## config.mk

```make
export PLATFORM = sky130hd
export DESIGN_NAME = cgr_divider
export DESIGN_NICKNAME = d
export VERILOG_FILES = /design/src/design/cgr_pkg.sv /design/src/design/cgr_divider.sv
export SDC_FILE = /design/constraint.sdc
export NUM_CORES = 1
export LEC_CHECK = 0
export BUFFER_PORTS_ARGS = -buffer_cell sky130_fd_sc_hd__buf_4
export CAP_MARGIN = 30
export CORE_MARGIN = 3
export CORE_UTILIZATION = 59
export CTS_CLUSTER_SIZE = 24
export DETAILED_ROUTE_END_ITERATION = 16
export PLACE_DENSITY_LB_ADDON = 0.25
export REMOVE_ABC_BUFFERS = 1
export SLEW_MARGIN = 40
export SYNTH_ARGS = -nofsm -noshare
export SYNTH_HDL_FRONTEND = slang
export SYNTH_SLANG_ARGS = --single-unit
export TNS_END_PERCENT = 5
```

## constraint.sdc

```tcl
create_clock -name clk_i -period 5.3 [get_ports clk_i]
set_clock_uncertainty 0.15 [all_clocks]
set_input_delay 0.265 -clock clk_i [delete_from_list [all_inputs] [get_ports clk_i]]
set_output_delay 0.265 -clock clk_i [all_outputs]
set_load 0.05 [all_outputs]
```

## src/design/cgr_pkg.sv

```systemverilog
// ----------------------------------------------------------------------------
// cgr_pkg: shared types and constants for the constrained restriction block
// Widths, line buffer geometry, sequencer states and helper functions.
// ----------------------------------------------------------------------------
package cgr_pkg;

  localparam int MAX_FINE_SIDE = 1025;
  localparam int SIDE_RESET    = 513;
  localparam int CNT_W         = $clog2(MAX_FINE_SIDE + 1);
  localparam int COARSE_W      = 10;
  localparam int ALPHA_W       = 17;
  localparam int VAL_W         = 32;
  localparam int ENTRY_W       = ALPHA_W + 2 * VAL_W;
  localparam int MEM_DEPTH     = 3 * MAX_FINE_SIDE;
  localparam int ADDR_W        = $clog2(MEM_DEPTH);
  localparam int PROD_W        = ALPHA_W + 1 + VAL_W;
  localparam int ACC_W         = 54;
  localparam int DEN_W         = 21;
  localparam int NUM_W         = ACC_W + 2;
  localparam int DIVR_W        = DEN_W + 1;
  localparam int STEP_W        = $clog2(NUM_W + 1);
  localparam int IN_DATA_W     = ((ENTRY_W + 7) / 8) * 8;
  localparam int OUT_FIELDS_W  = 2 * COARSE_W + 2 * VAL_W;
  localparam int OUT_DATA_W    = ((OUT_FIELDS_W + 7) / 8) * 8;

  localparam logic [ALPHA_W-1:0] ALPHA_ONE = ALPHA_W'(65536);

  typedef enum logic [2:0] {
    ST_IDLE,
    ST_SCAN,
    ST_DRAIN,
    ST_CALC,
    ST_DIV,
    ST_DONE
  } cgr_state_e;

  // one neighbour read issued to the line buffers
  typedef struct packed {
    logic       valid;
    logic       clear;
    logic [1:0] shift;   // log2 of the stencil weight in quarters
  } cgr_tap_t;

  // (m - d) mod 3, both below 3
  function automatic logic [1:0] mod3_sub(input logic [1:0] m, input logic [1:0] d);
    logic [2:0] t;
    t = {1'b0, m} + 3'd3 - {1'b0, d};
    if (t >= 3'd3) t = t - 3'd3;
    return t[1:0];
  endfunction

  function automatic logic [1:0] mod3_inc(input logic [1:0] m);
    return (m == 2'd2) ? 2'd0 : m + 2'd1;
  endfunction

  function automatic logic [ADDR_W-1:0] slot_addr(input logic [1:0] m,
                                                  input logic [CNT_W-1:0] col);
    logic [ADDR_W-1:0] base;
    unique case (m)
      2'd1:    base = ADDR_W'(MAX_FINE_SIDE);
      2'd2:    base = ADDR_W'(2 * MAX_FINE_SIDE);
      default: base = '0;
    endcase
    return base + ADDR_W'(col);
  endfunction

endpackage

```

## src/design/cgr_divider.sv

```systemverilog
// ----------------------------------------------------------------------------
// cgr_divider: iterative signed floor division
// Restoring division on magnitudes, one quotient bit per cycle.
// ----------------------------------------------------------------------------
module cgr_divider
  import cgr_pkg::*;
(
  input  logic                    clk_i,
  input  logic                    rst_ni,
  input  logic                    start_i,
  input  logic signed [NUM_W-1:0] dividend_i,
  input  logic [DIVR_W-1:0]       divisor_i,
  output logic                    busy_o,
  output logic                    done_o,
  output logic signed [NUM_W:0]   quotient_o
);

  logic              busy_q, done_q, neg_q;
  logic [STEP_W-1:0] cnt_q;
  logic [NUM_W-1:0]  mag_q;
  logic [DIVR_W-1:0] rem_q, div_q;
  logic [DIVR_W:0]   trial, diff;
  logic              ge;
  logic [NUM_W:0]    q_mag;

  assign trial = {rem_q, mag_q[NUM_W-1]};
  assign ge    = trial >= {1'b0, div_q};
  assign diff  = trial - {1'b0, div_q};

  always_ff @(posedge clk_i or negedge rst_ni) begin
    if (!rst_ni) begin
      busy_q <= 1'b0;
      done_q <= 1'b0;
      cnt_q  <= '0;
    end else begin
      done_q <= 1'b0;
      if (start_i) begin
        busy_q <= 1'b1;
        cnt_q  <= STEP_W'(NUM_W);
      end else if (busy_q) begin
        cnt_q <= cnt_q - 1'b1;
        if (cnt_q == STEP_W'(1)) begin
          busy_q <= 1'b0;
          done_q <= 1'b1;
        end
      end
    end
  end

  always_ff @(posedge clk_i) begin
    if (start_i) begin
      neg_q <= dividend_i[NUM_W-1];
      mag_q <= dividend_i[NUM_W-1] ? NUM_W'(-dividend_i) : dividend_i;
      rem_q <= '0;
      div_q <= divisor_i;
    end else if (busy_q) begin
      mag_q <= {mag_q[NUM_W-2:0], ge};
      rem_q <= ge ? diff[DIVR_W-1:0] : trial[DIVR_W-1:0];
    end
  end

  // floor: a negative quotient with a remainder steps one further down
  assign q_mag      = {1'b0, mag_q} + (NUM_W+1)'(neg_q && (rem_q != '0));
  assign quotient_o = neg_q ? -$signed(q_mag) : $signed(q_mag);
  assign busy_o     = busy_q;
  assign done_o     = done_q;

endmodule
```

==> results.py, run 1 <==
metrics = {
    "grt": {
        "globalRoute.totalOverflow": 0,
        "grt_pass1_vias": 8668,
        "grt_usage_pct": 28.4,
        "grt_max_degree": 90,
        "antenna_found_initial": 0,
        "grt_pass1_wl_um": 42200,
    },
    "synth": {
        "synth_edf_count": 79,
        "synthArstFlopShare_pct": 7.34,
        "synth_area_um2": 9710,
        "synthCells": 1186,
        "synth_ff_type": "edfxtp_1",
        "synth-seq-cells": 109,
        "synth_seq_area_share_pct": 31.0,
        "yosysWarnings": 0,
        "synth.distinct_cells": 76,
        "syn_avg_cell_area_um2": 8.18,
    },
    "worst_setup_path": {
        "cp_max_fo": 8,
        "rrSetupSlack_ns": 1.95,
        "start_kind": "register",
        "critPathKind": "register to output pin",
        "crit_arrival_ns": 4.88,
        "r2r-start": "mag_q[55]",
        "cp-end-kind": "output pin",
        "ff2ff_path_depth": 12,
        "r2r-end": "rem_q[20]",
        "crit_required_ns": 4.89,
    },
    "cells_and_area": {
        "final_common_cell": "buf_4",
        "area_delta_synth_final_pct": 20.8,
        "utilization_pct": 73.3,
        "final_nets": 1427,
        "diodes": 0,
        "multi_input_area_um2": 6460,
        "fillers": 1285,
        "mostFrequentLayoutCells": "156 x buf_4, 135 x nor2_1, 96 x xor2_1",
        "stdcell_area_um2": 11700,
        "area.sequential_um2": 3020,
        "drive_gt1_share_pct": 18.2,
    },
    "pwr": {
        "power_density_nw_per_um2": 372,
        "power.leakage_nw": 4.61,
        "worst_ir_drop_vdd_mv": 0.329,
    },
    "route": {
        "via_per_inst": 6.17,
        "wl_per_cell_um": 17.4,
        "drc": 0,
        "wirelength_um": 26800,
        "drtIter0Drc": 724,
        "antenna_left": 0,
        "first_pass_iters": 5,
        "dr_total_vias": 9486,
    },
    "cts": {
        "numCtsBuffers": 9,
        "clockRootBuffer": "clkbuf_16",
        "clock-sinks": 109,
        "h-tree-depth": 3,
        "clkTransAtPathRegs_ns": 0.08,
        "cts_tree": "yes",
        "insertion_delay_ns": 0.37,
        "cts_buffer_depth": 2,
    },
    "worst_hold_path": {
        "hp-class": "input pin to asynchronous set/reset pin",
    },
    "timing": {
        "min_period_ns": 5.29,
        "drv_slew": 0,
        "max_slew.worst_pin.slew_ns": 0.943,
        "max_freq_mhz": 189,
        "rsz0062_at_grt": "yes",
        "hold_viol_final": 0,
        "setup_violations": 0,
        "post-route-period-util_pct": 99.8,
        "slew_headroom_pct": 36.9,
    },
    "floorplanning": {
        "die_h_um": 134,
        "dieArea_um2": 18000,
        "core_region_area_um2": 16000,
        "ios": 140,
        "die_w_um": 134,
        "rows": 46,
        "initial_utilization_pct": 60.7,
    },
    "status": {
        "status": "finished clean",
    },
    "placed_design": {
        "gp_congestion": 0.922,
        "io_buffer_count": 139,
        "dp_hpwl_um": 19000,
        "dpl_cell_area_um2": 10900,
    },
    "job": {
        "drv_cap": 0,
    },
}
[worst max path at each step]
stage                   start             end  slack, ns  cells past startpoint
finish              rem_q[19]  quotient_o[49]      0.009                     15
global route        rem_q[19]  quotient_o[49]      -0.17                     14
CTS                  rem_q[6]  quotient_o[53]       0.02                     14
detailed placement  rem_q[16]  quotient_o[49]       0.13                     15
global placement    rem_q[16]  quotient_o[49]       0.21                     15
floorplan               neg_q  quotient_o[49]      -0.33                     12
[registers in the layout, indices dropped and copies added, names as in the netlist]
name	count
busy_o	1
cnt_q	6
div_q	22
done_o	1
mag_q	56
neg_q	1
rem_q	22
[logic make-up (layout without fill, tap and decap cells)]
logic type,after synthesis,in the layout,share of synthesized area (%)
mux,14,14,1.48
buf+inv,116,251,4.71
compound gates,286,286,18.7
fa+ha+maj,29,29,3.82
flops,109,109,31.0
simple gates,457,458,24.5
xor+xnor,175,175,15.8
[through the flow]
step           instances  TNS (ns)  setup slack [ns]  hold slack (ns)  power (mW)
2_1_floorplan       1121     -1.38            -0.334           -0.181        2.85
3_3_place_gp        1491         0             0.207          -0.0614        3.44
3_5_place_dp        1493         0             0.133          -0.0601        3.51
4_1_cts             1535         0            0.0185           0.0825        4.29
5_1_grt             1538     -1.18            -0.168            0.101        4.61
6_report            1538         0           0.00912           0.0907        4.36
[per-layer routing]
metal | up-vias | wire length (um) | global-route usage, %
met4 | 0 | 1070 | 12.6
met2 | 383 | 12900 | 46.8
li1 | 4570 | - | -
met3 | 83 | 1660 | 4.20
met5 | - | 0 | 0
met1 | 4450 | 11200 | 37.2
[worst max-delay path, stage by stage, from the launching register on]
cell	delay, ns
dfxtp_4	0.37
nor4_4	0.33
nand4_1	0.17
o41a_1	0.41
ha_2	0.19
buf_6	0.13
a211o_1	0.25
a21oi_1	0.14
o21ai_1	0.12
a221o_1	0.33
or3b_4	0.40
or4_4	0.51
nand4b_4	0.30
o41ai_4	0.43
xor2_1	0.19
buf_4	0.22
[report_power, final]
group	switching, mW	internal [mW]	total, mW
sequential	0.208	1.08	1.29
clock	0.353	0.379	0.733
combinational	1.42	0.914	2.34
total	1.99	2.38	4.36
[area by class of cell]
class	instances	area share (%)
clock inverters	7	0.800
multi-input cells	962	55.1
inverters	51	1.63
flip-flops and latches	109	25.8
clock buffers	9	1.92
repair buffers	184	12.5
well taps	216	2.31
[cells in the mapped netlist (12+ instances only)]
cell	number	area, um2
xnor2_1	79	692
ha_1	28	350
and2_1	14	87.6
o21ai_0	69	345
nand3_1	45	225
nand2_1	78	293
nor4_1	24	150
xor2_1	96	841
a21oi_1	87	435
inv_1	51	191
nand2b_1	18	113
or4_1	13	97.6
and3_1	15	93.8
nand4_1	23	144
dfxtp_1	22	440
o31ai_1	37	278
edfxtp_1	79	2370
nor2_1	137	514
o41ai_1	12	105
clkbuf_1	54	203
or3_1	12	75.1
nor3_1	27	135
a211oi_1	20	150
[repair_timing]
| item | 4_1_cts | 5_1_grt |
|---|---|---|
| endpoints found under the setup margin | 21 | 27 |
| setup buffers | 2 | 3 |
| gates resized for setup | 8 | 30 |
| pin swaps | 5 | 9 |
| gates cloned | 1 | 0 |
| hold buffers | 23 | 0 |
| endpoints found under the hold margin | 30 | 0 |
Note: power is estimated with default switching activity, not from simulation.
==> run 2, diff against run 1 <==
- CORE_UTILIZATION: 59 -> 60
- CTS_BUF_LIST: default -> sky130_fd_sc_hd__clkbuf_4 sky130_fd_sc_hd__clkbuf_8
==> run 2 against run 1 <==
Effect of this change: sequential share of layout area increased by 0.21 points; sequential power about the same; hold slack got worse by 0.032 ns; routed wire length decreased by 1.4%; first-iteration DRC count increased by 33%; via count increased by 0.36%; register-to-register slack about the same; cell count decreased by 0.20%.
==> results.py, run 2 (synthesis results as in run 1) <==
metrics = {
    "route": {
        "first_pass_iters": 7,
        "via_per_inst": 6.20,
        "antenna_left": 0,
        "drc": 0,
        "drtIter0Drc": 960,
        "wirelength_um": 26400,
        "wl_per_cell_um": 17.2,
        "dr_total_vias": 9520,
    },
    "placed_design": {
        "dp_hpwl_um": 18800,
        "dpl_worst_slack_ns": 0.139,
        "dpl_cell_area_um2": 10900,
        "io_buffer_count": 139,
        "gp_congestion": 0.922,
    },
    "worst_setup_path": {
        "cpMostUsedCell": "buf_4",
        "cp_max_fo": 8,
        "cp_slowest_cell": "or4_1",
        "cp-end-kind": "output pin",
        "cpPeakStageDelay_ns": 0.54,
        "critPathKind": "register to output pin",
        "path_cells": "or4_1 -> o41a_1 -> ha_2 -> buf_4 -> nand4_4 -> nor2_1 -> or3_1 -> a221o_1 -> or3b_1 -> or4_4 -> nand4b_4 -> o31ai_1 -> xnor2_1 -> buf_4",
        "crit_arrival_ns": 4.83,
        "start_kind": "register",
        "crit_required_ns": 4.89,
    },
    "floorplanning": {
        "core_region_area_um2": 15500,
        "die_h_um": 133,
        "die_w_um": 133,
        "ios": 140,
        "dieArea_um2": 17700,
        "rows": 45,
        "initial_utilization_pct": 62.5,
    },
    "cells_and_area": {
        "diodes": 0,
        "fillers": 1210,
        "stdcell_area_um2": 11600,
        "final_nets": 1429,
        "area_delta_synth_final_pct": 19.7,
        "largestRegisters": "mag_q: 56 flops, div_q: 22 flops, rem_q: 22 flops",
        "area.sequential_um2": 3020,
        "mostFrequentLayoutCells": "160 x buf_4, 135 x nor2_1, 95 x xor2_1",
        "multi_input_area_um2": 6490,
        "final_common_cell": "buf_4",
        "largest_reg_flops": 56,
        "drive_gt1_share_pct": 18.6,
        "regMostFlops": "mag_q",
    },
    "pwr": {
        "swShare_pct": 47.0,
        "seqPwrFrac_pct": 31.5,
        "pwr-share-clk_pct": 12.1,
        "power_frac_comb_pct": 56.4,
        "power.leakage_nw": 4.57,
        "power_density_nw_per_um2": 355,
        "switching_power_mw": 1.94,
        "p_total_mw": 4.12,
        "intPower_mw": 2.18,
        "worst_ir_drop_vdd_mv": 0.224,
    },
    "timing": {
        "max_freq_mhz": 191,
        "max_slew.worst_pin.slew_ns": 0.753,
        "min_period_ns": 5.24,
        "layout_setup_ws_ns": 0.0578,
        "tns_ns": 0,
        "slew_headroom_pct": 49.3,
        "hold_viol_final": 0,
        "drv_slew": 0,
        "post-route-period-util_pct": 98.9,
        "setup_violations": 0,
        "rsz0062_at_grt": "yes",
    },
    "cts": {
        "h-tree-depth": 3,
        "clock-sinks": 109,
        "clkTransAtPathRegs_ns": 0.11,
        "numCtsBuffers": 9,
        "cts_buffer_depth": 2,
        "clockRootBuffer": "clkbuf_8",
        "cts_tree": "yes",
        "insertion_delay_ns": 0.40,
    },
    "grt": {
        "grt_pass1_vias": 8686,
        "globalRoute.totalOverflow": 0,
        "grt_pass1_wl_um": 42200,
        "grt_usage_pct": 28.4,
        "antenna_found_initial": 0,
        "grt_max_degree": 96,
    },
    "status": {
        "status": "finished clean",
    },
    "worst_hold_path": {
        "hp-class": "input pin to asynchronous set/reset pin",
    },
    "job": {
        "drv_cap": 0,
    },
}
[run 2: changes by cell type in the layout (fill, tap and decap cells not counted), moves of 2 or more]
cell	delta
clkbuf_4	+2
o31ai_2	+2
clkbuf_16	-9
o41ai_2	+2
inv_8	-2
clkbuf_8	+10
inv_6	+2
buf_4	+4
nand3_2	-2
o41ai_1	-2
[run 2: per-layer routing]
metal | up-vias | share of wire, % | global-route usage (%)
li1 | 4588 | - | -
met1 | 4428 | 42 | 37.7
met2 | 441 | 48 | 47.2
met3 | 63 | 7.2 | 4.19
met4 | 0 | 3.3 | 10.6
met5 | - | 0 | 0
[run 2: power groups by stage]
| stage | Clock, mW | Combinational (mW) | Sequential [mW] |
|---|---|---|---|
| 5_1_grt | 0.537 | 2.51 | 1.32 |
| 4_1_cts | 0.507 | 2.24 | 1.28 |
| 6_report | 0.498 | 2.32 | 1.30 |
| 3_5_place_dp | 0 | 2.20 | 1.29 |
| 2_1_floorplan | 0 | 1.62 | 1.23 |
| 3_3_place_gp | 0 | 2.17 | 1.28 |
[run 2: worst paths after layout]
| check | slack, ns | start | to | cells past startpoint |
|---|---|---|---|---|
| worst max-delay path | 0.06 | rem_q[6] | quotient_o[41] | 14 |
| worst min-delay path | 0.06 | rst_ni | busy_o | 2 |
| worst max register to register | 1.94 | mag_q[55] | rem_q[20] | 12 |
| worst min register to register | 0.36 | rem_q[7] | rem_q[7] | 2 |
| max in group asynchronous | 4.81 | rst_ni | cnt_q[2] | 2 |
| min in group clk_i | 0.10 | dividend_i[4] | mag_q[4] | 3 |
[run 2: what timing repair did]
| item | in CTS | in global routing |
|---|---|---|
| hold buffers | 23 | 0 |
| cloned | 1 | 0 |
| pin swaps | 6 | 4 |
| gates resized for setup | 11 | 29 |
| setup endpoints to repair | 22 | 33 |
| endpoints found under the hold margin | 30 | 0 |
| setup buffers | 4 | 2 |
[run 2: stage by stage]
step / hold slack, ns / std cells / utilization (%)
after global placement: -0.0634 / 1488 / 70.1
after detailed placement: -0.0607 / 1488 / 70.1
after floorplan: -0.181 / 1121 / -
final: 0.0583 / 1535 / 74.7
after global routing: 0.0596 / 1535 / 74.7
after CTS: 0.0451 / 1532 / 73.4
[run 2: critical path, delay by kind of cell, from the launching register on]
kind | cells | cell delay, ns
buffers and inverters | 2 | 0.40
flip-flops | 1 | 0.35
AND/OR/NAND/NOR | 7 | 2.19
adder cells (fa/ha/maj) | 1 | 0.19
AO/OA/AOI/OAI | 3 | 1.12
XOR/XNOR | 1 | 0.19
[run 2: final cells by class]
cell class	count	area share (%)
repair buffers	186	12.6
inverters	51	1.65
clock buffers	12	1.31
clock inverters	4	0.269
well taps	211	2.27
multi-input cells	962	55.9
flip-flops and latches	109	26.0
